### config.mk
export PLATFORM = sky130hd
export DESIGN_NAME = vwbd_dist
export DESIGN_NICKNAME = d
export VERILOG_FILES = /design/src/rtl/vwbd_pkg.sv /design/src/rtl/vwbd_dist.sv
export SDC_FILE = /design/constraint.sdc
export NUM_CORES = 1
export LEC_CHECK = 0
export BUFFER_PORTS_ARGS = -buffer_cell sky130_fd_sc_hd__buf_2
export CORE_MARGIN = 5
export CORE_UTILIZATION = 45
export CTS_CLUSTER_SIZE = 14
export DETAILED_ROUTE_END_ITERATION = 12
export HOLD_SLACK_MARGIN = 0.1
export PLACE_DENSITY = 0.69
export SETUP_SLACK_MARGIN = 0.15
export SLEW_MARGIN = 20
export SYNTH_ARGS = -nofsm -noshare
export SYNTH_HDL_FRONTEND = slang
export SYNTH_SLANG_ARGS = --single-unit
### constraint.sdc
create_clock -name clk -period 8.8 [get_ports clk]
set_input_delay 0.88 -clock clk [delete_from_list [all_inputs] [get_ports clk]]
set_output_delay 0.88 -clock clk [all_outputs]
set_load 0.05 [all_outputs]
### src/rtl/vwbd_pkg.sv
// shared types and constants for the vertex weld by distance block
`default_nettype none

package vwbd_pkg;

	// store geometry
	localparam int MAX_UNIQUE = 1024;
	localparam int IDX_W      = $clog2(MAX_UNIQUE);
	localparam int CNT_W      = $clog2(MAX_UNIQUE + 1);

	// field widths
	localparam int COORD_W = 16;
	localparam int COLOR_W = 8;
	localparam int SQ_W    = 2 * COORD_W;

	// sequencer states
	typedef enum logic [1:0] {
		ST_IDLE,
		ST_SCAN,
		ST_FINISH
	} state_t;

	// status from the distance unit back to the sequencer
	typedef struct packed {
		logic hit;
		logic pending;
	} dist_status_t;

endpackage

`default_nettype wire

### src/rtl/vwbd_dist.sv
// shared distance unit: absolute differences, squares, sum and compare
`default_nettype none

module vwbd_dist (
	input  wire logic                                 clk,
	input  wire logic                                 arst_n,
	input  wire logic                                 in_valid,
	input  wire logic                                 flush,
	input  wire logic [vwbd_pkg::COORD_W-1:0]         ref_x,
	input  wire logic [vwbd_pkg::COORD_W-1:0]         ref_y,
	input  wire logic [vwbd_pkg::COORD_W-1:0]         kept_x,
	input  wire logic [vwbd_pkg::COORD_W-1:0]         kept_y,
	input  wire logic [vwbd_pkg::SQ_W-1:0]            limit,
	output vwbd_pkg::dist_status_t                    status
);

	logic [vwbd_pkg::COORD_W:0]   dx;
	logic [vwbd_pkg::COORD_W:0]   dy;
	logic [vwbd_pkg::COORD_W:0]   dx_abs;
	logic [vwbd_pkg::COORD_W:0]   dy_abs;
	logic [vwbd_pkg::COORD_W-1:0] ax_s1;
	logic [vwbd_pkg::COORD_W-1:0] ay_s1;
	logic                         v_s1;
	logic [vwbd_pkg::SQ_W-1:0]    sqx_s2;
	logic [vwbd_pkg::SQ_W-1:0]    sqy_s2;
	logic                         v_s2;
	logic [vwbd_pkg::SQ_W:0]      sum;

	// signed differences, sign extended by one bit
	always_comb begin
		dx     = {ref_x[vwbd_pkg::COORD_W-1], ref_x} - {kept_x[vwbd_pkg::COORD_W-1], kept_x};
		dy     = {ref_y[vwbd_pkg::COORD_W-1], ref_y} - {kept_y[vwbd_pkg::COORD_W-1], kept_y};
		dx_abs = dx[vwbd_pkg::COORD_W] ? -dx : dx;
		dy_abs = dy[vwbd_pkg::COORD_W] ? -dy : dy;
	end

	// stage 1: magnitudes
	always_ff @(posedge clk) begin
		ax_s1 <= dx_abs[vwbd_pkg::COORD_W-1:0];
		ay_s1 <= dy_abs[vwbd_pkg::COORD_W-1:0];
	end

	// stage 2: squares
	always_ff @(posedge clk) begin
		sqx_s2 <= ax_s1 * ax_s1;
		sqy_s2 <= ay_s1 * ay_s1;
	end

	// valid flags follow the data
	always_ff @(posedge clk or negedge arst_n) begin
		if (!arst_n) begin
			v_s1 <= 1'b0;
			v_s2 <= 1'b0;
		end else begin
			v_s1 <= in_valid & ~flush;
			v_s2 <= v_s1 & ~flush;
		end
	end

	// sum and strict compare against the squared threshold
	always_comb begin
		sum            = {1'b0, sqx_s2} + {1'b0, sqy_s2};
		status.hit     = v_s2 & (sum < {1'b0, limit});
		status.pending = v_s1 | v_s2;
	end

endmodule

`default_nettype wire

==> results.yml <==
placed_design:
  port_buffers: 101
  place.gp.congestion: 0.902
  dp.final_hpwl_um: 37900
  place_inst: 3041
die:
  initial_utilization_pct: 45.2
  rows: 79
  core_area_sq_um: 46300
  die_area_sq_um: 50900
  die_h_um: 226
  io_pins: 102
  fp.dieW_um: 226
timing:
  finalCriticalPeriod_ps: 6850
  slew_headroom_pct: 30.8
  fmax_ghz: 0.146
  fin_crit_sh_pct: 77.9
  setup_tns_ps: 0
  setup_viol: 0
  tightest_slew_ps: 1030
  finalMaxSlewViolations: 0
  skew_ps: 15.8
  hold_violations: 0
  rsz0062_at_grt: "no"
worst_setup_path:
  required_ps: 9120
  r2r-end: "sqy_s2[28]"
  crit_arrival_ps: 7170
  crit_family: "adder cells"
  slowest_delay_ps: 660
  cp-start-kind: "flip-flop"
  crit_start: "ay_s1[13]"
  crit_fanout: 14
  path_class: "reg2reg"
  regToRegStartpoint: "ay_s1[13]"
  cp_num_buf_inv: 4
  slowest_stage: "dfxtp_1"
  cp_num_cells: 22
  rr_worst_depth: 22
  end_kind: "flip-flop"
  crit_chain: "inv_1, nor2_1, ha_1, xor2_1, fa_1, inv_1, fa_1, fa_1, fa_1, inv_1, fa_1, inv_1, ha_1, a21o_1, a21o_1, a2111oi_0, o41ai_1, a211oi_2, o21ai_1, a21o_1, a21oi_1, xnor2_1"
  r2r_slack_ps: 1950
  cp_common_cell: "fa_1"
  cp-endpoint: "sqy_s2[28]"
finish:
  fin_cells: 3057
  nFillCells: 4454
  drive_gt1_share_pct: 6.45
  area_delta_synth_final_pct: 6.62
  multiInputGateArea_sq_um: 16600
  final_cell_mix: "inv_1, fa_1, ha_1"
  seqCellArea_sq_um: 1930
  final_common_cell: "inv_1"
  nets: 3171
  diodes: 0
global_routing:
  antenna_found_initial: 2
  grt_max_degree: 21
  grt_util_all_layers_pct: 17.9
  overflow: 0
  grt_pass1_wl_um: 75700
  grt_pass1_vias: 16200
routing:
  dr.pass1.iters: 5
  initialDrtViolationCount: 747
  drcViolationCount: 0
  wl_um: 43700
  wl_per_cell_um: 14.3
  ant_nets: 0
  vias: 15600
  avgViaCountPerCell: 5.09
synthesis:
  synth_area_sq_um: 20900
  synth_edf_count: 0
  ys_seq_area_share_pct: 9.24
  ys_ff_latch: 96
  synth_cells: 2386
  synth_warnings: 0
  synthFlopType: "dfxtp_1"
  avgSynthCellArea_sq_um: 8.76
  yosysUniqueCellTypes: 83
  ys_async_sr_fraction_pct: 2.08
  syn_nets: 3112
cts:
  post-cts-setup-buffers: 0
  cts.sinks: 96
  cts_made_buffers: 9
  htreeDepth: 3
  post_cts_resized: 0
  cts_tree: "done"
  clockBufferDepth: 2
  cts.clk_slew.worst_paths_ps: 80
  cts_root_buf: "clkbuf_16"
  cts_hold_buffers: 0
  clk-insertion-delay-late_ps: 380
min_path:
  hp-class: "in2async"
status:
  status: "finished, final reports clean"
run:
  cap_violations: 0
==> sequential cells by signal, summed over array words and instances, names as in the netlist <==
register and count:
sqx_s2 31, sqy_s2 31, ax_s1 16, ay_s1 16, v_s1 1, v_s2 1
==> how the worst min path moves through the flow <==
stage	end	slack (ps)	cells after the start
after detailed placement	v_s2	500	1
after global routing	v_s2	260	1
final	v_s2	270	1
after CTS	v_s2	260	1
after floorplan	sqy_s2[0]	350	0
after global placement	v_s2	470	1
==> worst register-to-register path, delay by kind of cell (launching register included) <==
| kind | cells | cell delay [ps] |
|---|---|---|
| buffers and inverters | 4 | 430 |
| DFF | 1 | 660 |
| adders and majority gates | 7 | 3120 |
| xor gates and xnor gates | 2 | 320 |
| AOI/OAI and AO/OA | 8 | 2050 |
| and+or+nand+nor | 1 | 210 |
==> synthesized netlist by cell type, drive strengths merged (6+ instances only) <==
library cell  instances  area (sq um)
nand2               184           691
nor2b                25           156
and3                 10          62.6
and2                 79           494
o21bai               17           128
buf                   6          35.0
nand4                12          75.1
nor2                123           462
a41oi                 6          60.1
o21ai                58           294
o31a                  6          52.6
nor3                 23           120
clkbuf               47           176
a211oi               22           185
a21oi                89           453
fa                  326          6530
nand3                17          85.1
a31oi                 6          37.5
xnor2                98           866
xor2                 43           377
a31o                  7          61.3
dfxtp                94          1880
a21o                 53           398
o41ai                 6          78.8
nand2b               21           131
a2111oi               7          86.3
ha                  300          3750
inv                 589          2210
or2                   8          50.1
o21a                 23           173
==> layout make-up <==
class / instances / area share (%)
clock buffer: 9 / 1.01
clock inverter: 7 / 0.471
inverter: 589 / 9.92
multi-input combinational: 1648 / 74.3
sequential: 96 / 8.67
tap: 607 / 3.41
timing repair buffer: 101 / 2.27
==> stage by stage <==
step	util, %	setup WS [ps]	instance area [sq um]	hold WS [ps]
after floorplan	-	2650	20900	354
after global placement	47.5	2200	22000	474
after detailed placement	47.5	2020	22000	496
after CTS	48.2	2020	22300	262
after global routing	48.2	1500	22300	265
final	48.2	1950	22300	273
==> routing by layer <==
metal	wire length, um	GRT usage, %	share of wire (%)	vias up
met5	0	0	0	-
met4	823	4.10	1.9	0
met3	1850	2.44	4.2	53
met2	21400	30.3	49	270
met1	19600	24.4	45	7636
li1	-	-	-	7597
==> logic make-up (layout without fill, tap and decap cells) <==
family | Yosys count | count (layout) | synth area share (%)
xor gates and xnor gates | 141 | 141 | 5.94
and+or+nand+nor | 531 | 531 | 12.2
adders and majority gates | 626 | 626 | 49.2
AOI/OAI and AO/OA | 346 | 346 | 11.6
DFF | 96 | 96 | 9.24
muxes | 4 | 4 | 0.215
buffers and inverters | 642 | 706 | 11.6
Power is left out: the tool's default activity adds up to more than one toggle a clock period on the data nets, which glitch-free logic cannot reach.
